--- config.mk ---
export PLATFORM = sky130hd
export DESIGN_NAME = salct_ram
export DESIGN_NICKNAME = d
export VERILOG_FILES = /design/src/salct_ram.sv
export SDC_FILE = /design/constraint.sdc
export NUM_CORES = 1
export LEC_CHECK = 0
export BUFFER_PORTS_ARGS = -buffer_cell sky130_fd_sc_hd__buf_2
export CAP_MARGIN = 20
export CORE_MARGIN = 2
export CORE_UTILIZATION = 60
export CTS_CLUSTER_DIAMETER = 200
export DETAILED_ROUTE_END_ITERATION = 16
export GPL_TIMING_DRIVEN = 0
export HOLD_SLACK_MARGIN = 0.1
export PLACE_DENSITY = 0.76
export SLEW_MARGIN = 10
export SYNTH_ARGS = -nofsm -noshare
export SYNTH_HDL_FRONTEND = slang
export SYNTH_SLANG_ARGS = --single-unit
--- constraint.sdc ---
create_clock -name clk -period 3.83 [get_ports clk]
set_clock_uncertainty 0.1 [all_clocks]
set_input_delay 0.766 -clock clk [delete_from_list [all_inputs] [get_ports clk]]
set_output_delay 0.766 -clock clk [all_outputs]
set_load 0.005 [all_outputs]
--- src/salct_ram.sv ---
// generic single-port-write, registered-read synchronous ram
module salct_ram #(
  parameter int WIDTH = 8,
  parameter int DEPTH = 64
) (
  input  logic                     clk,
  input  logic                     we,
  input  logic [$clog2(DEPTH)-1:0] waddr,
  input  logic [WIDTH-1:0]         wdata,
  input  logic                     re,
  input  logic [$clog2(DEPTH)-1:0] raddr,
  output logic [WIDTH-1:0]         rdata
);

  logic [WIDTH-1:0] mem [DEPTH];
  logic [WIDTH-1:0] rdata_r;

  // write port
  always_ff @(posedge clk) begin
    if (we) begin
      mem[waddr] <= wdata;
    end
  end

  // read port, data held until the next read
  always_ff @(posedge clk) begin
    if (re) begin
      rdata_r <= mem[raddr];
    end
  end

  assign rdata = rdata_r;

endmodule

After elaboration in Yosys (flattened, before gate mapping)
Memories as Yosys holds them, arrays and structs flattened. A register that Yosys moved wholly into a read port is not among the register bits. Index checks and enable logic that the tools add are counted.

Memories: 1. Latch bits: 0. RAM bits: 512. Word-level logic and storage cells: 3. ROM bits: 0. Output and inout bits: 8. Input bits: 23. Register bits: 0.

Memory list: mem (depth 64, width 8, rd ports 1, clocked after Yosys merged registers in 1, write ports 1, RTL line 15) `logic [WIDTH-1:0] mem [DEPTH];`.

Multiply operators: 0. Divide/modulo/power cells: 0. Shift operators: 0. Muxes and demuxes: 2. Order comparisons: 0. Reductions and logical operators: 0. Equality and inequality tests: 0. Bitwise gates (word level): 0. Add/sub/neg operators: 0.

Operators with widths (count): 1-bit two-way mux (2).

Logic depth before layout (Yosys ltp)
Gate-level depths: netlist (run 1).

Depth in word-level cells: 2. Depth in mapped cells: 9. Mapped depth without buffers: 5.

Worst setup path after synthesis (run 1)
Ideal clock, no wire load.

Path kind: input to register. Start point: in raddr[1]. End point: reg rdata_r[3] (netlist: rdata[3]) (read register of mem), data pin. Required time: 3464 ps. Stages: 7. Arrival time: 2306 ps. Setup slack: 1158 ps. Path buffers: 3. Setup time: 266 ps. Cell sequence: buf_4 > buf_2 > buf_2 > mux4_2 > mux4_2 > o21ai_1 > o41ai_1.

RTL lines: from (decl) (RTL line 11) `input logic [$clog2(DEPTH)-1:0] raddr,`; to (decl) (RTL line 16) `logic [WIDTH-1:0] rdata_r;`.

==> key figures, run 1 <==
Clocking
  • Clock sinks: 520
  • Post-cts gate resize count: 0
  • CTS clk-pin slew, worst paths: roughly 0.06 ns
  • Hold Buf Count CTS: 0
  • Clk buf depth: 3
  • CTS buffer count: 50
  • Postcts setup bufs: 0
  • Skew-Pair Late Insertion Delay: 0.57 ns
  • Root Driver: clkbuf_16
  • CTS H-tree depth: 2
  • TritonCTS clock tree: built

Timing
  • Worst slew margin: between 30 and 40%
  • Final Hold Fails: 0
  • Minimum clock period: 3.37 ns
  • Setup violators final: 0
  • Max-slew violations: 0
  • RSZ-0062 raised after global routing: false
  • Period utilisation layout: between 80% and 90%
  • Max Fclk: 297 MHz
  • Worst Slack Setup Final: around 0.46 ns
  • Worst-Margin Slew: around 0.99 ns
  • Setup_tns: 0 ns

Power
  • Peak supply drop: between 0.3 and 0.4 mV
  • Final Power: between 10 and 15 mW
  • Flop pwr share: 54.2%
  • Comb pwr share: ~5.5%
  • Internal Power: 9.21 mW
  • Pleak: approximately 7.1 nW
  • Clock Power Share: between 40% and 50%
  • Switching power: roughly 2.5 mW
  • PwrDens: about 500 nW/um2
  • Switching Share: 21.1%

Floorplanning
  • Die Height: 188 um
  • I/O pin count: 31
  • Cell row count: between 60 and 70
  • Die Footprint: between 30000 and 40000 um2
  • Initial core utilization: between 60% and 70%
  • Die Wd: approximately 190 um
  • Core area: between 30000 and 40000 um2

Detailed routing
  • Final wirelength: 47800 um
  • Via count: 10207
  • DRC viols: 0
  • Antenna viol nets, final: 0
  • Initial DRC Count: roughly 1500
  • WL per Instance: 31.6 um
  • Via density: about 6.8
  • Drt pass-1 iters: 5

Finish
  • Layout Nets: roughly 1000
  • Post-Route Utilization: roughly two thirds
  • Share of layout cells above drive strength 1: between 20 and 30%
  • Area growth, synth to finish: 11.9%
  • Finished Cell Area: ~23000 um2
  • Filler Cells Inserted: ~2100

Logic synthesis
  • Cell taking the most area after synthesis: edfxtp_1
  • Netlist Area Pre-Place: ~20000 um2
  • Count leader, synth: edfxtp_1
  • Cells after Synth: 940
  • Synth warn: 0
  • Sequential element share of the synthesized area: approximately 77%
  • Synth Register Bits: 520
  • Ys flop type: edfxtp_1
  • Synth top area cells: edfxtp_1, mux4_2, nor2_1
  • Post-synth ARST share: 0%
  • Count of different cell masters after synthesis: 39
  • Number of synthesized flops with an enable pin: 520
  • Syn nets: just under 1000
  • Syn avg cell area: 21.5 um2
  • Synth top cells by count: edfxtp_1, mux4_2, nor2_1
  • Share of the synthesized area in the top cell type: between 70 and 80%

Run status
  • Status: complete, no violations

Place
  • Port Buffers: 22
  • RD Place Congestion: slightly above 0.9
  • Cell Area, Placed: between 20000 and 25000 um2
  • DP Wirelength: approximately 30000 um
  • Worst slack, placed: 0.0192 ns

GRT
  • Initial antenna violation count: 1
  • Overall Global Routing Usage: between 20% and 30%
  • Largest net degree at the start of global routing: 65
  • First-pass GRT wire length: between 60000 and 70000 um
  • Remaining Overflow, GRT: 0
  • Number of global-route vias before repair: roughly 10000

Setup path
  • Worst Path Buf+Inv: 4
  • Startpoint Class: primary input
  • CP Data Required Time: 4.00 ns
  • CP max-delay cell: clkbuf_1
  • Worst path cell trace: buf_2, buf_4, clkbuf_1, buf_2, o221ai_1, o21a_1, o41ai_1
  • CP max stage delay: 0.71 ns
  • Worst path top cell family by delay: buffers and inverters
  • Critical Path Fanout Max: 10
  • WS Path Type: in -> reg
  • Critical path endpoint category: flip-flop
  • Crit path arrival time: 3.54 ns
  • Most frequent CP cell: buf_2

Job
  • Max_cap viols: 0

Worst hold path
  • Hold crit path type: in -> reg
[flip-flops by register name, summed over array words and instances (netlist names)]
name   flops
rdata      8
mem      512
[routing by layer]
layer / share of wire (%) / track usage (%) / vias up / wire, um
met5: 0 / 0 / - / 0
met4: 3.3 / 9.69 / 0 / 1560
met3: 12 / 5.78 / 109 / 5660
met2: 47 / 41.7 / 727 / 22300
met1: 38 / 40.6 / 5260 / 18300
li1: - / - / 4111 / -
[placed cells by master (no fill, tap or decap), types with 3 or more instances in the layout]
cell / n
edfxtp_1: 520
mux4_2: 126
nor2_1: 83
clkbuf_16: 53
buf_2: 33
clkbuf_1: 32
mux2i_1: 23
nand2_1: 19
buf_4: 15
nor2b_1: 14
mux2_2: 13
nand3_1: 13
clkinv_2: 10
buf_12: 8
o221ai_1: 8
o22ai_1: 8
nand2b_1: 7
nor3_1: 7
a221oi_1: 6
clkinv_1: 6
buf_6: 4
buf_1: 4
a211oi_1: 4
nand3b_1: 3
a21oi_1: 3
a22oi_1: 3
o2111ai_1: 3
o2bb2ai_1: 3
clkinvlp_4: 3
[per-stage QoR]
| stage | instances | hold WS (ns) |
|---|---|---|
| global route | 1511 | 0.484 |
| global placement | 1410 | 0.827 |
| floorplan | 940 | 0.697 |
| detailed placement | 1413 | 0.835 |
| CTS | 1503 | 0.499 |
| finish | 1511 | 0.493 |
[power groups by stage]
stage	Combinational, mW	Clock [mW]	Sequential, mW
final	0.646	4.71	6.32
after global routing	0.671	4.93	6.32
after CTS	0.615	4.72	6.33
after detailed placement	0.610	0	6.45
after global placement	0.593	0	6.44
after floorplan	0.336	0	6.44
[cells by family after synthesis]
kind of cell	share of synthesized area (%)
AOI/OAI and AO/OA	2.06
buffers and inverters	1.56
DFF	77.1
muxes	15.9
and+or+nand+nor	3.37
[worst paths after layout]
| check | start | end | slack, ns | cells past startpoint |
|---|---|---|---|---|
| max | raddr[2] | rdata[5] | 0.46 | 7 |
| min reg2reg | mem[4][7] | rdata[7] | 0.87 | 4 |
| min | wdata[7] | mem[35][7] | 0.49 | 1 |
| max reg2reg | mem[3][5] | rdata[5] | 1.50 | 4 |
[area by class of cell]
class / instances / area [um2] / area share [%]
Clock buffer: 68 / 1380 / 6.10
Sequential cell: 520 / 15600 / 68.9
Tap cell: 448 / 561 / 2.47
Timing Repair Buffer: 32 / 300 / 1.33
Antenna cell: 1 / 2.50 / 0.0110
Clock inverter: 22 / 164 / 0.723
Multi-Input combinational cell: 369 / 4320 / 19.0
Buffer: 51 / 317 / 1.40
Power figures use the tool's default switching activity.
==> run 2: changes to the inputs <==
Settings changed: ABC_AREA set to 1, RECOVER_POWER set to 50.
==> run 2 against run 1 <==
Net effect: the run now ends with capacitance limit, slew limit left; final area up 4.7%; via count rose by 45%; critical path depth decreased by 5; wire length is 26% higher; clock power is 4% lower; highest routed layer unchanged.
==> key figures, run 2 <==
Run status
  • Status: complete, but fails checks
  • Failing checks: capacitance limit, slew limit

Floorplanning
  • I/O pin count: 31 (unchanged)
  • Die Height: 193 um (+2.8%)
  • Die Wd: 193 um (+2.8%)
  • Cell row count: 69 (+3.0%)
  • Core area: 35400 um2 (+6.1%)
  • Die Footprint: 37200 um2 (+5.7%)
  • Initial core utilization: 60.5% (-0.17 points)

Clocking
  • CTS buffer count: 50 (unchanged)
  • Root Driver: clkbuf_16
  • CTS H-tree depth: 2 (unchanged)
  • TritonCTS clock tree: built
  • Post-cts gate resize count: 0 (unchanged)
  • Skew-Pair Late Insertion Delay: 0.61 ns (+0.04 ns)
  • Clk buf depth: 3 (unchanged)
  • Postcts setup bufs: 0 (unchanged)
  • CTS clk-pin slew, worst paths: 0.06 ns (about the same)
  • Hold Buf Count CTS: 0 (unchanged)
  • Clock sinks: 520 (unchanged)

Detailed routing
  • Initial DRC Count: 2124 (+39%)
  • Via density: 6.21 (-8.0%)
  • Antenna viol nets, final: 0 (unchanged)
  • WL per Instance: 25.1 um (-21%)
  • DRC viols: 0 (unchanged)
  • Via count: 14847 (+45%)
  • Drt pass-1 iters: 8 (+3)
  • Final wirelength: 60100 um (+26%)

Logic synthesis
  • Cells after Synth: 1805 (+92%)
  • Sequential element share of the synthesized area: 72.9% (-4.2 points)
  • Number of synthesized flops with an enable pin: 520 (unchanged)
  • Cell taking the most area after synthesis: edfxtp_1
  • Post-synth ARST share: 0% (unchanged)
  • Syn nets: 1828 (+90%)
  • Synth top cells by count: nand2_1, edfxtp_1, nand3_1
  • Count of different cell masters after synthesis: 15 (-62%)
  • Ys flop type: edfxtp_1
  • Share of the synthesized area in the top cell type: 72.9% (-4.2 points)
  • Synth top area cells: edfxtp_1, nand2_1, nand3_1
  • Syn avg cell area: 11.9 um2 (-45%)
  • Synth warn: 0 (unchanged)
  • Count leader, synth: nand2_1
  • Netlist Area Pre-Place: 21400 um2 (+5.8%)
  • Synth Register Bits: 520 (unchanged)

Timing
  • Worst slew margin: -17.2% (-51 points)
  • Setup violators final: 0 (unchanged)
  • RSZ-0062 raised after global routing: false
  • Setup_tns: 0 ns (unchanged)
  • Final hold slack: 0.595 ns (+0.102 ns)
  • Final Hold Fails: 0 (unchanged)
  • Minimum clock period: 3.17 ns (-0.202 ns)
  • Max-slew violations: 293 (+293)
  • Worst Slack Setup Final: 0.662 ns (+0.202 ns)
  • Worst-Margin Slew: 1.76 ns (+0.773 ns)
  • Max Fclk: 316 MHz (+6.4%)
  • Period utilisation layout: 82.7% (-5.3 points)

Power
  • Final Power: 11.7 mW (+0.32%)
  • Peak supply drop: 0.388 mV (+4.9%)
  • PwrDens: 493 nW/um2 (-4.2%)
  • Pleak: 8.59 nW (+22%)

Setup path
  • Worst path cell trace: clkbuf_1, clkbuf_1
  • Most frequent CP cell: clkbuf_1
  • Critical path endpoint category: flip-flop
  • CP max stage delay: 1.34 ns (+0.63 ns)
  • CP max-delay cell: clkbuf_1
  • CP Data Required Time: 3.87 ns (-0.13 ns)
  • Critical Path Fanout Max: 33 (+23)
  • Crit path arrival time: 3.20 ns (-0.34 ns)
  • Worst path top cell family by delay: buffers and inverters
  • WS Path Type: in -> reg
  • Worst Path Buf+Inv: 2 (-2)
  • Startpoint Class: primary input

GRT
  • Remaining Overflow, GRT: 0 (unchanged)
  • GR Util met3: 7.04% (+1.3 points)
  • First-pass GRT wire length: 88000 um (+29%)
  • Initial antenna violation count: 0 (-1)
  • Most Crowded Layer GR: met2
  • Overall Global Routing Usage: 33.3% (+5.9 points)
  • Global routing usage on met2: 50.3% (+8.6 points)
  • Largest net degree at the start of global routing: 65 (unchanged)
  • Number of global-route vias before repair: 13808 (+38%)
  • Routing usage on met1: 48.4% (+7.8 points)

Job
  • Max_cap viols: 6 (+6)

Finish
  • Most common cell after layout, fill and taps aside: nand2_1
  • Layout Nets: 1914 (+83%)
  • Finished Layout Cells: 2390 (+58%)
  • Largest reg by FF count: mem
  • Filler Cells Inserted: 2553 (+21%)
  • Largest register FFs: 512 (unchanged)
  • Most frequent cells in the layout: nand2_1, edfxtp_1, nand3_1
  • Area growth, synth to finish: 10.8%
  • Share of layout cells above drive strength 1: 9.54% (-16 points)

Place
  • DP Wirelength: 40000 um (+37%)
  • Placed cells: 2299 (+63%)
  • Port Buffers: 22 (unchanged)
  • Worst slack, placed: 0.466 ns (+0.447 ns)
  • RD Place Congestion: 0.951 (+1.7%)

Worst hold path
  • Hold crit path type: in -> reg
==> run 2: cell types whose count changed after synthesis, sizes merged, moves of 14 or more <==
cell / delta
nand2: +629
nand3: +426
mux4: -126
buf: +64
nor2: -27
mux2i: -23
nor2b: -14
==> run 2: through the flow <==
stage / util [%] / cell area, um2
after detailed placement: 63.0 / 22300
after global placement: 62.5 / 22100
after floorplan: - / 21400
after CTS: 67.1 / 23700
final: 67.0 / 23700
after global routing: 67.0 / 23700
==> run 2: per-layer routing <==
layer  routed length, um  share of wire (%)  vias to the layer above
met3                7760                 13                      160
met5                   0                  0                        -
met1               22900                 38                     7104
li1                    -                  -                     6536
met4                2250                3.7                        0
met2               27100                 45                     1047
==> run 2: area by class of cell <==
class / instances / area (um2) / area share [%]
diodes: 1 / 2.50 / 0.0105
plain buffers: 113 / 808 / 3.41
clock buffers: 59 / 1310 / 5.50
clock inverters: 30 / 155 / 0.654
inverters: 12 / 50.0 / 0.211
multi-input cells: 1160 / 5000 / 21.1
flip-flops and latches: 520 / 15600 / 65.8
well taps: 461 / 577 / 2.43
repair buffers: 34 / 223 / 0.938
==> run 2: where the power goes <==
group | internal (mW) | total (mW) | switching [mW]
logic | 0.216 | 0.838 | 0.622
registers | 6.32 | 6.33 | 0.0111
clock network | 2.48 | 4.54 | 2.06
==> run 2: logic make-up after synthesis <==
logic type             count (synthesis)  share of synthesized area [%]
buffers and inverters                125                           4.01
flip-flops                           520                           72.9
AND/OR/NAND/NOR                     1160                           23.1
==> run 2: worst paths after layout <==
path	slack [ns]	depth (start not counted)	start	to
worst max-delay path	0.66	2	wdata[7]	mem[51][7]
worst min-delay path	0.59	1	re	rdata[7]
worst max register to register	2.04	8	mem[52][5]	rdata[5]
worst min register to register	0.89	8	mem[28][7]	rdata[7]
