File: config.mk
export PLATFORM = sky130hd
export DESIGN_NAME = salct_repl
export DESIGN_NICKNAME = d
export VERILOG_FILES = /design/src/salct_pkg.sv /design/src/salct_repl.sv
export SDC_FILE = /design/constraint.sdc
export NUM_CORES = 1
export LEC_CHECK = 0
export BUFFER_PORTS_ARGS = -buffer_cell sky130_fd_sc_hd__buf_2
export CAP_MARGIN = 20
export CORE_AREA = 8 8 190 192
export DETAILED_ROUTE_END_ITERATION = 12
export DIE_AREA = 0 0 198 200
export GPL_ROUTABILITY_DRIVEN = 0
export GPL_TIMING_DRIVEN = 0
export PLACE_DENSITY = 0.44
export SYNTH_ARGS = -nofsm -noshare
export SYNTH_HDL_FRONTEND = slang
export SYNTH_SLANG_ARGS = --single-unit
export TNS_END_PERCENT = 10
File: constraint.sdc
create_clock -name vclk -period 5.46
set_input_delay 1.092 -clock vclk [all_inputs]
set_output_delay 1.092 -clock vclk [all_outputs]
set_load 0.005 [all_outputs]
File: src/salct_pkg.sv
// shared types, constants and helpers of the cache tag store
package salct_pkg;

  localparam int NUM_SET_ROWS = 64;
  localparam int NUM_WAYS     = 4;
  localparam int LINE_BYTES   = 64;
  localparam int ADDR_BITS    = 64;

  localparam int OFFSET_BITS = $clog2(LINE_BYTES);
  localparam int SET_BITS    = $clog2(NUM_SET_ROWS);
  localparam int WAY_BITS    = $clog2(NUM_WAYS);
  localparam int TAG_BITS    = ADDR_BITS - OFFSET_BITS - SET_BITS;

  localparam int IN_TDATA_W  = ADDR_BITS;
  localparam int OUT_TDATA_W = 8;

  typedef logic [SET_BITS-1:0] set_t;
  typedef logic [WAY_BITS-1:0] way_t;
  typedef logic [TAG_BITS-1:0] tag_t;

  typedef logic [NUM_WAYS-1:0][TAG_BITS-1:0] tag_row_t;

  // per-set status: valid and dirty per way, recency rank per way (0 = most recent)
  typedef struct packed {
    logic [NUM_WAYS-1:0]               valid;
    logic [NUM_WAYS-1:0]               dirty;
    logic [NUM_WAYS-1:0][WAY_BITS-1:0] rank;
  } meta_row_t;

  localparam int TAG_ROW_BITS  = NUM_WAYS * TAG_BITS;
  localparam int META_ROW_BITS = 2 * NUM_WAYS + NUM_WAYS * WAY_BITS;

  // outcome of one lookup
  typedef struct packed {
    logic hit;
    logic dirty_evict;
    way_t way;
  } lookup_res_t;

  // status of a set that was never written: all invalid, rank equals way
  function automatic meta_row_t meta_reset_row();
    meta_row_t r;
    r.valid = '0;
    r.dirty = '0;
    for (int w = 0; w < NUM_WAYS; w++) begin
      r.rank[w] = way_t'(w);
    end
    return r;
  endfunction

endpackage

File: src/salct_repl.sv
// hit detection, victim choice and lru rank update for one set
module salct_repl (
  input  salct_pkg::tag_row_t    tag_row,
  input  salct_pkg::meta_row_t   meta_row,
  input  salct_pkg::tag_t        tag,
  input  logic                   wr,
  output salct_pkg::lookup_res_t res,
  output salct_pkg::meta_row_t   meta_nxt,
  output salct_pkg::tag_row_t    tag_row_nxt
);
  import salct_pkg::*;

  logic hit;
  way_t hit_way;
  logic any_inv;
  way_t inv_way;
  way_t lru_way;
  way_t worst;
  way_t sel;
  way_t old_rank;

  // tag compare, lowest matching way wins
  always_comb begin
    hit     = 1'b0;
    hit_way = '0;
    for (int w = NUM_WAYS - 1; w >= 0; w--) begin
      if (meta_row.valid[w] && (tag_row[w] == tag)) begin
        hit     = 1'b1;
        hit_way = way_t'(w);
      end
    end
  end

  // lowest invalid way
  always_comb begin
    any_inv = 1'b0;
    inv_way = '0;
    for (int w = NUM_WAYS - 1; w >= 0; w--) begin
      if (!meta_row.valid[w]) begin
        any_inv = 1'b1;
        inv_way = way_t'(w);
      end
    end
  end

  // least recent way: lowest way holding the largest rank
  always_comb begin
    worst   = meta_row.rank[0];
    lru_way = '0;
    for (int w = 1; w < NUM_WAYS; w++) begin
      if (meta_row.rank[w] > worst) begin
        worst   = meta_row.rank[w];
        lru_way = way_t'(w);
      end
    end
  end

  assign sel      = hit ? hit_way : (any_inv ? inv_way : lru_way);
  assign old_rank = meta_row.rank[sel];

  // new status row: selected way moves to front, more recent ways age by one
  always_comb begin
    meta_nxt = meta_row;
    for (int w = 0; w < NUM_WAYS; w++) begin
      if ((way_t'(w) != sel) && (meta_row.rank[w] < old_rank)) begin
        meta_nxt.rank[w] = way_t'(meta_row.rank[w] + 1'b1);
      end
    end
    meta_nxt.rank[sel]  = '0;
    meta_nxt.valid[sel] = 1'b1;
    meta_nxt.dirty[sel] = hit ? (meta_row.dirty[sel] | wr) : 1'b0;
  end

  // new tag row, written back on a fill only
  always_comb begin
    tag_row_nxt      = tag_row;
    tag_row_nxt[sel] = tag;
  end

  assign res.hit         = hit;
  assign res.dirty_evict = !hit && !any_inv && meta_row.dirty[lru_way];
  assign res.way         = sel;

endmodule

==> Yosys cells after proc, flatten, opt, wreduce, memory -nomap -nowiden <==
Cells that the tools add are included.
Widths: inputs -> output; s select.
{ "op_classes": {"magnitude_cmp": 10, "eq_ne": 7, "n_reduce_logical": 14, "mux": 42, "bitwise": 4, "n_addsub": 4} }
{ "ops": {"columns": ["op", "count"], "rows": [
  ["$bwmux 208", 1],
  ["$eq 52x52->1", 4],
  ["$demux 52 s2", 1],
  ["$mux 52", 1],
  ["$mux 2", 20],
  ["$mux 1", 13],
  ["$logic_and 1x1->1", 11],
  ["$add 2x1->2 const B", 4],
  ["$and 8x8->8", 1],
  ["$lt 2x2->1", 4],
  ["$not 8->8", 1],
  ["$gt 2x2->1", 3],
  ["$lt 2x3->1 const B", 2],
  ["$bmux 1 s2", 2],
  ["$bmux 2 s2", 1],
  ["$bwmux 4", 1],
  ["$demux 2 s2", 1],
  ["$ne 2x2->1 const A", 2],
  ["$or 4x4->4", 1],
  ["$demux 1 s2", 1],
  ["$ge 2x1->1 const B", 1],
  ["$logic_not 1->1", 2],
  ["$ne 1x2->1 const A", 1],
  ["$reduce_bool 2->1", 1],
  ["$or 1x1->1", 1]
]} }
{ "word_totals": {"regBits": 0, "word_cells": 81, "out_inout_bits": 228} }

==> Depth between registers and ports, before layout <==
Gate-level depths: netlist of the first run.
{ "logic_depth": {"depth_word": 14, "ltp_mapped": 25, "ltp_nobuf": 23} }

==> Worst setup path after synthesis of the first run <==
Ideal clock, no wire load.
{ "synth_path": {"path_type": "input to output", "startpoint": "in meta_row[1] (netlist bit)", "endpoint": "out tag_row_nxt[149] (netlist bit)", "path_stages": 21, "slack_ps": -288, "arrival_time_ps": 4656, "required_time_ps": 4368, "cell_sequence": "inv_1 -> ha_1 -> o22ai_1 -> o21ai_0 -> ha_1 -> inv_1 -> o22a_1 -> a21oi_1 -> ha_1 -> nor2b_1 -> o21ai_0 -> o211ai_1 -> a21boi_0 -> o22ai_1 -> a21boi_1 -> nand2b_4 -> inv_2 -> nor2_1 -> buf_2 -> buf_2 -> mux2_2"} }
{ "synth_lines": {"columns": ["item", "line_no", "text"], "rows": [
  ["start, declared", "salct_repl.sv:4", "input salct_pkg::meta_row_t meta_row,"],
  ["end, declared", "salct_repl.sv:9", "output salct_pkg::tag_row_t tag_row_nxt"]
]} }

==> results of run 1 <==
-- per-layer routing --
layer  part of all wire  GRT usage  wire length (um)
met1               0.40      0.296             20700
met5                  0          0                 0
met3              0.082     0.0498              4210
met2               0.49      0.429             25000
met4              0.026     0.0506              1320
-- power by group through the flow --
stage / registers (uW) / logic [uW] / clock network [uW]
after floorplan: 0 / 493 / 0
after global placement: 0 / 996 / 0
after detailed placement: 0 / 996 / 0
after CTS: 0 / 1200 / 0
after global routing: 0 / 1290 / 0
final: 0 / 1220 / 0
-- stage by stage --
stage / TNS [ps] / cells / power [uW] / hold WS (ps) / util
3_3_place_gp: -203290 / 1658 / 996 / 2490 / 0.266
4_1_cts: -44940 / 1687 / 1200 / 2500 / 0.305
2_1_floorplan: 0 / 755 / 493 / 2270 / -
5_1_grt: -94020 / 1695 / 1290 / 2510 / 0.311
3_5_place_dp: -203400 / 1658 / 996 / 2500 / 0.266
6_report: -48160 / 1695 / 1220 / 2500 / 0.311
-- worst max-delay path by stage --
stage / end / slack (ps)
detailed placement: tag_row_nxt[29] / -1090
finish: tag_row_nxt[148] / -360
CTS: meta_nxt[0] / -350
global route: tag_row_nxt[148] / -550
floorplan: meta_nxt[0] / 6
global placement: tag_row_nxt[29] / -1110
-- cell families after synthesis --
group	count (synthesis)	synth area share
simple gates	164	0.148
xor+xnor	181	0.290
mux	181	0.341
buf+inv	124	0.0987
compound gates	93	0.0983
fa+ha+maj	12	0.0244
-- final cells by class --
cell class         count  area [sq um]  share of cell area
repair buffers       492          3110               0.301
multi-input cells    631          5740               0.557
well taps            448           561              0.0544
inverters             45           189              0.0183
plain buffers         79           713              0.0692
-- layout by cell type (no fill, tap or decap), drive strengths merged, types with 7 or more instances in the layout --
| master | n |
|---|---|
| nand4 | 53 |
| o22ai | 17 |
| mux2i | 9 |
| nand2b | 7 |
| nor2 | 12 |
| mux2 | 172 |
| nor4 | 25 |
| ha | 8 |
| inv | 45 |
| xor2 | 36 |
| xnor2 | 145 |
| o21ai | 46 |
| buf | 566 |
| nand2 | 49 |
-- what timing repair did --
action                                  CTS  global route
setup buffers                            26             9
pin swaps                                25            16
cloned                                    3             0
resized for setup                       238            37
endpoints found under the setup margin  224           224
hold endpoints to repair                  0             0
==> impl_metrics.py, run 1 <==
metrics = {
    "outcome": {
        "run_status": "finished with violations",
        "violations": "negative setup slack",
    },
    "global_route": {
        "grt_pass1_wl_um": 67200,
        "grt_pass1_vias": 8405,
        "antenna_found_initial": 0,
        "grt_overflow": 0,
        "grt_start_max_net_pins": 11,
        "grt_use_total": 0.241,
    },
    "setup_path": {
        "path_cells": "buf_4, xnor2_1, nand4_1, nor4_1, nand4_1, or2_0, a21boi_1, nand2b_4, inv_8, nor2_4, buf_12, buf_12, buf_16, mux2_4, buf_6",
        "path_buf_inv": 6,
        "max_stage_delay_ps": 680,
        "cp_max_fo": 8,
        "cp_top_family": "simple AND/OR/NAND/NOR gates",
        "critical_path_depth": 15,
        "critPathKind": "in -> out",
        "critPathSlowestCell": "nor4_1",
        "crit_path_start": "tag[43]",
        "crit_required_ps": 4370,
        "crit_path_start_kind": "primary input",
        "crit_arrival_ps": 4730,
        "endpoint_kind": "primary output",
    },
    "route": {
        "ant_nets": 0,
        "finalWirelength_um": 51200,
        "wl_per_cell_um": 30.2,
        "vias_per_cell": 4.80,
        "via_count": 8137,
        "drt_iter0_markers": 572,
        "drtPass1Iterations": 5,
        "drc_errors": 0,
    },
    "timing": {
        "fin_crit_sh": 1.07,
        "worst_slack_ps": -360,
        "max_slew_margin": 0.449,
        "finalMaxSlewViolations": 0,
        "min_period_ps": 5820,
        "setup_viol": 221,
        "fmaxAchievable_ghz": 0.172,
        "worstMarginPinSlew_ps": 819,
        "finalHoldViolCount": 0,
        "rsz0062_at_grt": "yes",
    },
    "floorplan": {
        "die_height_um": 200,
        "die_area_sq_um": 39600,
        "num_rows": 67,
        "coreArea_sq_um": 33100,
        "start_util": 0.180,
        "ios": 505,
        "fp.dieW_um": 198,
    },
    "pwr": {
        "swShare": 0.502,
        "p_sw_uw": 614,
        "leakage_uw": 0.00489,
        "p_seq_frac": 0,
        "power_density_nw_per_um2": 119,
        "ir_drop_mv": 0.0468,
        "comb_power_share": 1.000,
        "internal_power_uw": 609,
        "clkPwrFrac": 0,
    },
    "logic_synthesis": {
        "yosysSeqAreaShare": 0,
        "synth_nets": 1040,
        "yosys.area.top_type": "mux2_2",
        "yosysWarnings": 0,
        "synth_area_sq_um": 5960,
        "netlist.area_leader.share": 0.317,
        "yosysMostFrequentCell": "mux2_2",
        "synth_common_cells": "mux2_2, xnor2_1, buf_2, nand4_1, nand2_1",
        "syn_area_per_cell_sq_um": 7.89,
        "ys_top_cells_by_area": "mux2_2, xnor2_1, nand4_1",
        "netlist-cell-type-count": 49,
        "synth_cells": 755,
    },
    "worst_hold_path": {
        "hold_path_end": "tag_row_nxt[57]",
        "hold_class": "in -> out",
        "holdPathStages": 4,
        "hp-start": "tag_row[57]",
    },
    "flow_run": {
        "cap_violations": 0,
    },
    "cells_and_area": {
        "nFillCells": 3709,
        "nClkBuffers": 0,
        "area_delta_synth_final_pct": 72.9,
        "fin_area_sq_um": 10300,
        "antenna_cells": 0,
        "seq_cell_count": 0,
        "drive_above_1_share": 0.641,
        "final_nets": 1534,
        "seq_area_sq_um": 0,
    },
    "place": {
        "place_ws_ps": -1090,
        "dp_hpwl_um": 42800,
        "placedInstanceArea_sq_um": 8820,
        "portBuffers": 455,
    },
    "cts": {
        "ctsHoldBuffers": 0,
    },
}
Note: power is estimated with default switching activity, not from simulation.
==> inputs of run 2 (changes only) <==
Settings changed: ABC_AREA set to 1, CORE_AREA 8 8 190 192 to 8 8 193 195, DIE_AREA 0 0 198 200 to 0 0 201 203, GPL_TIMING_DRIVEN 0 to not set, PLACE_DENSITY 0.44 to 0.51, RECOVER_POWER set to 25.
==> run 2 against run 1 <==
The run still ends with negative setup slack left. Count of clock-buffer cells in the layout unchanged. Final cell count increased by 76%. Synthesized area up 39%. Sequential share of layout area unchanged. Final area rose by 19%. Critical endpoint is now tag_row_nxt[53]. Die area rose by 3.0%. Wire length rose by 29%. Global-route usage is 5.3 points higher. Synthesized cell count grew to 2.6 times the previous value. Fmax up 4.6%. Via count increased by 82%.
==> impl_metrics.py, run 2 <==
metrics = {
    "setup_path": {
        "cp_max_fo": 33,
        "crit_required_ps": 4370,
        "crit_path_start_kind": "primary input",
        "critPathSlowestCell": "ha_2",
        "cp_common_cell": "nand2_1",
        "crit_arrival_ps": 4470,
        "max_stage_delay_ps": 310,
        "endpoint_kind": "primary output",
        "critPathKind": "in -> out",
    },
    "floorplan": {
        "num_rows": 68,
        "start_util": 0.243,
        "coreArea_sq_um": 34100,
        "fp.dieW_um": 201,
        "die_area_sq_um": 40800,
        "ios": 505,
        "die_height_um": 203,
    },
    "route": {
        "drt_iter0_markers": 1605,
        "ant_nets": 0,
        "via_count": 14800,
        "drtPass1Iterations": 8,
        "drc_errors": 0,
        "finalWirelength_um": 65800,
        "vias_per_cell": 4.97,
        "wl_per_cell_um": 22.1,
    },
    "logic_synthesis": {
        "netlist-cell-type-count": 41,
        "synth_common_cells": "nand2_1, inv_1, nor2_1, o21ai_0, inv_2",
        "yosysWarnings": 0,
        "netlist.area_leader.share": 0.465,
        "yosysSeqAreaShare": 0,
        "syn_area_per_cell_sq_um": 4.19,
        "yosysMostFrequentCell": "nand2_1",
        "synth_area_sq_um": 8280,
        "synth_nets": 2260,
        "yosys.area.top_type": "nand2_1",
        "ys_top_cells_by_area": "nand2_1, o21ai_0, inv_1",
        "synth_cells": 1975,
    },
    "outcome": {
        "violations": "negative setup slack",
        "run_status": "finished with violations",
    },
    "timing": {
        "tns_ps": -1050,
        "fin_crit_sh": 1.02,
        "max_slew_margin": 0.730,
        "finalMaxSlewViolations": 0,
        "finalHoldViolCount": 0,
        "worst_slack_ps": -104,
        "setup_viol": 38,
        "fmaxAchievable_ghz": 0.180,
        "worstMarginPinSlew_ps": 395,
        "rsz0062_at_grt": "yes",
        "min_period_ps": 5560,
    },
    "place": {
        "place_ws_ps": -413,
        "dp_hpwl_um": 55900,
        "dp.cells": 2947,
        "portBuffers": 505,
        "placedInstanceArea_sq_um": 11700,
    },
    "cells_and_area": {
        "fin_area_sq_um": 12300,
        "seq_area_sq_um": 0,
        "seq_cell_count": 0,
        "stdcell_count": 2980,
        "nClkBuffers": 0,
        "layout_commonest_cell": "nand2_1",
        "area_delta_synth_final_pct": 48.5,
        "drive_above_1_share": 0.285,
        "final_nets": 2803,
        "final_cell_mix": "nand2_1, buf_2, inv_1, nor2_1, o21ai_0",
    },
    "worst_hold_path": {
        "hp-start": "tag_row[48]",
        "holdPathStages": 4,
        "hold_path_end": "tag_row_nxt[48]",
        "hold_class": "in -> out",
    },
    "global_route": {
        "grt_start_max_net_pins": 63,
        "grt_use_total": 0.294,
        "grt_pass1_vias": 14200,
        "grt_pass1_wl_um": 91400,
        "grt_overflow": 0,
        "antenna_found_initial": 10,
    },
    "cts": {
        "ctsHoldBuffers": 0,
    },
    "pwr": {
        "ir_drop_mv": 0.0355,
        "power_density_nw_per_um2": 107,
        "leakage_uw": 0.00804,
    },
    "flow_run": {
        "cap_violations": 0,
    },
}
==> run 2: per-stage QoR <==
step / hold WS [ps] / power (uW) / utilization
2_1_floorplan: 2270 / 544 / -
3_3_place_gp: 2490 / 1170 / 0.344
3_5_place_dp: 2490 / 1180 / 0.344
4_1_cts: 2500 / 1230 / 0.351
5_1_grt: 2520 / 1420 / 0.360
6_report: 2490 / 1310 / 0.360
==> run 2: power breakdown <==
part | switching, uW | internal, uW
clock network | 0 | 0.000207
logic | 816 | 493
registers | 0 | 0
==> run 2: kinds of logic after synthesis <==
| group | after synthesis | synth area share |
|---|---|---|
| and+or+nand+nor | 1349 | 0.643 |
| buffers and inverters | 340 | 0.163 |
| AOI/OAI and AO/OA | 271 | 0.174 |
| adders and majority gates | 8 | 0.0121 |
| xor gates and xnor gates | 6 | 0.00635 |
| muxes | 1 | 0.00121 |
==> run 2: final cells by class <==
cell class                 instances  area (sq um)
tap                              455           569
timing repair buffer             591          3470
inverter                         289          1100
fill                            4069         21800
multi-input combinational       1636          7130
antenna                            9          22.5
==> run 2: metal layers <==
metal / global-route usage / part of all wire / wire (um)
met5: 0 / 0.00035 / 23
met4: 0.109 / 0.049 / 3250
met3: 0.0622 / 0.11 / 6960
met2: 0.509 / 0.46 / 30400
met1: 0.352 / 0.38 / 25200
==> run 2: how the worst max path moves through the flow <==
stage | from | end | slack (ps)
CTS | meta_row[1] | meta_nxt[1] | -60
floorplan | meta_row[1] | meta_nxt[1] | 100
finish | meta_row[3] | tag_row_nxt[53] | -100
global placement | meta_row[1] | meta_nxt[10] | -360
global route | meta_row[1] | meta_nxt[7] | -290
detailed placement | meta_row[1] | meta_nxt[0] | -410
==> run 2: worst max-delay path: cells and delay by family <==
family	cells	cell delay, ps
AO/OA/AOI/OAI	7	820
adder cells (fa/ha/maj)	3	780
buffers and inverters	7	910
AND/OR/NAND/NOR	9	860
==> run 2: repair_timing <==
| action | in CTS | in global routing |
|---|---|---|
| cloned | 1 | 6 |
| setup endpoints to repair | 223 | 220 |
| resized for setup | 35 | 56 |
| pin swaps | 19 | 22 |
| buffers inserted | 12 | 5 |
==> inputs of run 3 (changes only) <==
Settings changed: REMOVE_ABC_BUFFERS set to 1.
==> run 3 against run 2 <==
The flow still finishes with violations (negative setup slack). Setup slack better by 87 ps. Final area fell by 1.7%. Global-route usage fell by 0.91 points. Flip-flop and latch count unchanged. Wire length fell by 2.4%. Largest power group unchanged.
==> impl_metrics.py, run 3 (synthesis gave the netlist of run 2 again) <==
metrics = {
    "cells_and_area": {
        "seq_area_sq_um": 0,
        "layout_commonest_cell": "nand2_1",
        "area_delta_synth_final_pct": 46.0,
        "utilization": 0.354,
        "final_nets": 2779,
        "drive_above_1_share": 0.276,
        "seq_cell_count": 0,
        "final_cell_mix": "nand2_1, buf_2, inv_1, nor2_1, o21ai_0",
        "nClkBuffers": 0,
        "fin_area_sq_um": 12100,
    },
    "place": {
        "placedInstanceArea_sq_um": 11600,
        "portBuffers": 505,
        "dp_hpwl_um": 54800,
    },
    "route": {
        "via_count": 14700,
        "finalWirelength_um": 64200,
        "drc_errors": 0,
        "ant_nets": 0,
        "vias_per_cell": 4.97,
        "wl_per_cell_um": 21.7,
        "drt_iter0_markers": 1291,
        "drtPass1Iterations": 5,
    },
    "timing": {
        "max_slew_margin": 0.621,
        "timing.hold.ws_ps": 2500,
        "setup_viol": 2,
        "worst_slack_ps": -17.5,
        "worstMarginPinSlew_ps": 554,
        "fmaxAchievable_ghz": 0.183,
        "fin_crit_sh": 1.00,
        "min_period_ps": 5480,
        "rsz0062_at_grt": "yes",
        "finalMaxSlewViolations": 0,
        "finalHoldViolCount": 0,
    },
    "worst_hold_path": {
        "holdPathStages": 4,
        "hold_class": "in -> out",
    },
    "pwr": {
        "leakage_uw": 0.00793,
        "power_density_nw_per_um2": 104,
        "ir_drop_mv": 0.0415,
    },
    "global_route": {
        "grt_pass1_wl_um": 88700,
        "antenna_found_initial": 13,
        "grt_use_total": 0.285,
        "grt_overflow": 0,
        "grt_pass1_vias": 14000,
        "grt_start_max_net_pins": 58,
    },
    "floorplan": {
        "num_rows": 68,
        "start_util": 0.243,
        "coreArea_sq_um": 34100,
        "fp.dieW_um": 201,
        "die_area_sq_um": 40800,
        "ios": 505,
        "die_height_um": 203,
    },
    "setup_path": {
        "endpoint": "tag_row_nxt[113]",
        "crit_path_start": "meta_row[2]",
        "critPathKind": "in -> out",
        "cp_max_fo": 29,
        "crit_path_start_kind": "primary input",
        "endpoint_kind": "primary output",
        "crit_arrival_ps": 4390,
        "crit_required_ps": 4370,
    },
    "outcome": {
        "violations": "negative setup slack",
        "run_status": "finished with violations",
    },
    "flow_run": {
        "cap_violations": 0,
    },
    "cts": {
        "ctsHoldBuffers": 0,
    },
}
-- run 3: cell types whose count changed in the layout (fill, tap and decap cells not counted), moves of 2 or more --
| cell | change |
|---|---|
| o21ai_1 | -8 |
| buf_4 | -21 |
| o21ai_0 | +9 |
| a21oi_2 | -2 |
| diode_2 | -2 |
| inv_4 | -2 |
| buf_12 | -3 |
| buf_6 | -2 |
| nand2_1 | +2 |
-- run 3: routing by layer --
layer / global-route usage / vias up / routed length [um]
met5: 0 / - / 90
met4: 0.111 / 14 / 3130
li1: - / 7073 / -
met1: 0.347 / 6572 / 25500
met3: 0.0472 / 158 / 5730
met2: 0.493 / 863 / 29800
-- run 3: how the worst min path moves through the flow --
stage                            start               end
after floorplan           meta_row[12]      meta_nxt[12]
after global placement    tag_row[172]  tag_row_nxt[172]
after detailed placement  tag_row[152]  tag_row_nxt[152]
after CTS                 tag_row[152]  tag_row_nxt[152]
after global routing       tag_row[64]   tag_row_nxt[64]
final                     tag_row[152]  tag_row_nxt[152]
-- run 3: report_power, final --
| group | switching (uW) | total, uW | internal, uW |
|---|---|---|---|
| sequential | 0 | 0 | 0 |
| clock | 0 | 0.000163 | 0.000163 |
| combinational | 794 | 1260 | 468 |
-- run 3: what timing repair did --
| item | CTS | global route |
|---|---|---|
| setup endpoints to repair | 224 | 222 |
| pin swaps | 20 | 31 |
| gates resized for setup | 23 | 53 |
| setup buffers | 6 | 3 |
| cloned | 0 | 8 |
-- run 3: metrics by stage --
| stage | setup TNS [ps] | setup WS [ps] | instances | power, uW |
|---|---|---|---|---|
| after global routing | -8290 | -194 | 2953 | 1380 |
| after detailed placement | -32880 | -301 | 2931 | 1160 |
| after floorplan | -211650 | -1490 | 1924 | 532 |
| after CTS | -67.9 | -67.9 | 2937 | 1180 |
| final | -29.8 | -17.5 | 2954 | 1260 |
| after global placement | -14620 | -233 | 2931 | 1150 |
-- run 3: area by class of cell --
type | count | area [sq um]
antenna | 7 | 17.5
fill | 4041 | 22000
inverter | 289 | 1100
multi-input combinational | 1636 | 7110
tap | 455 | 569
timing repair buffer | 567 | 3280
-- run 3: worst max-delay path, cell delays in order --
cell      delay (ps)
buf_2            110
inv_2             40
ha_2             190
nor2_4           120
nor2_4            40
a21oi_4          140
nand2_1           80
o21ai_2           70
ha_1             250
inv_1             70
o22ai_2           80
nand2_1           80
o21ai_1           60
ha_2             320
nand2_2           50
o21ai_2           60
a21boi_2         220
o22ai_2          120
nand2_4           90
nand2_4          110
inv_4            160
nand2_4          160
buf_16           210
o21ai_0          210
buf_4            140
buf_2            100
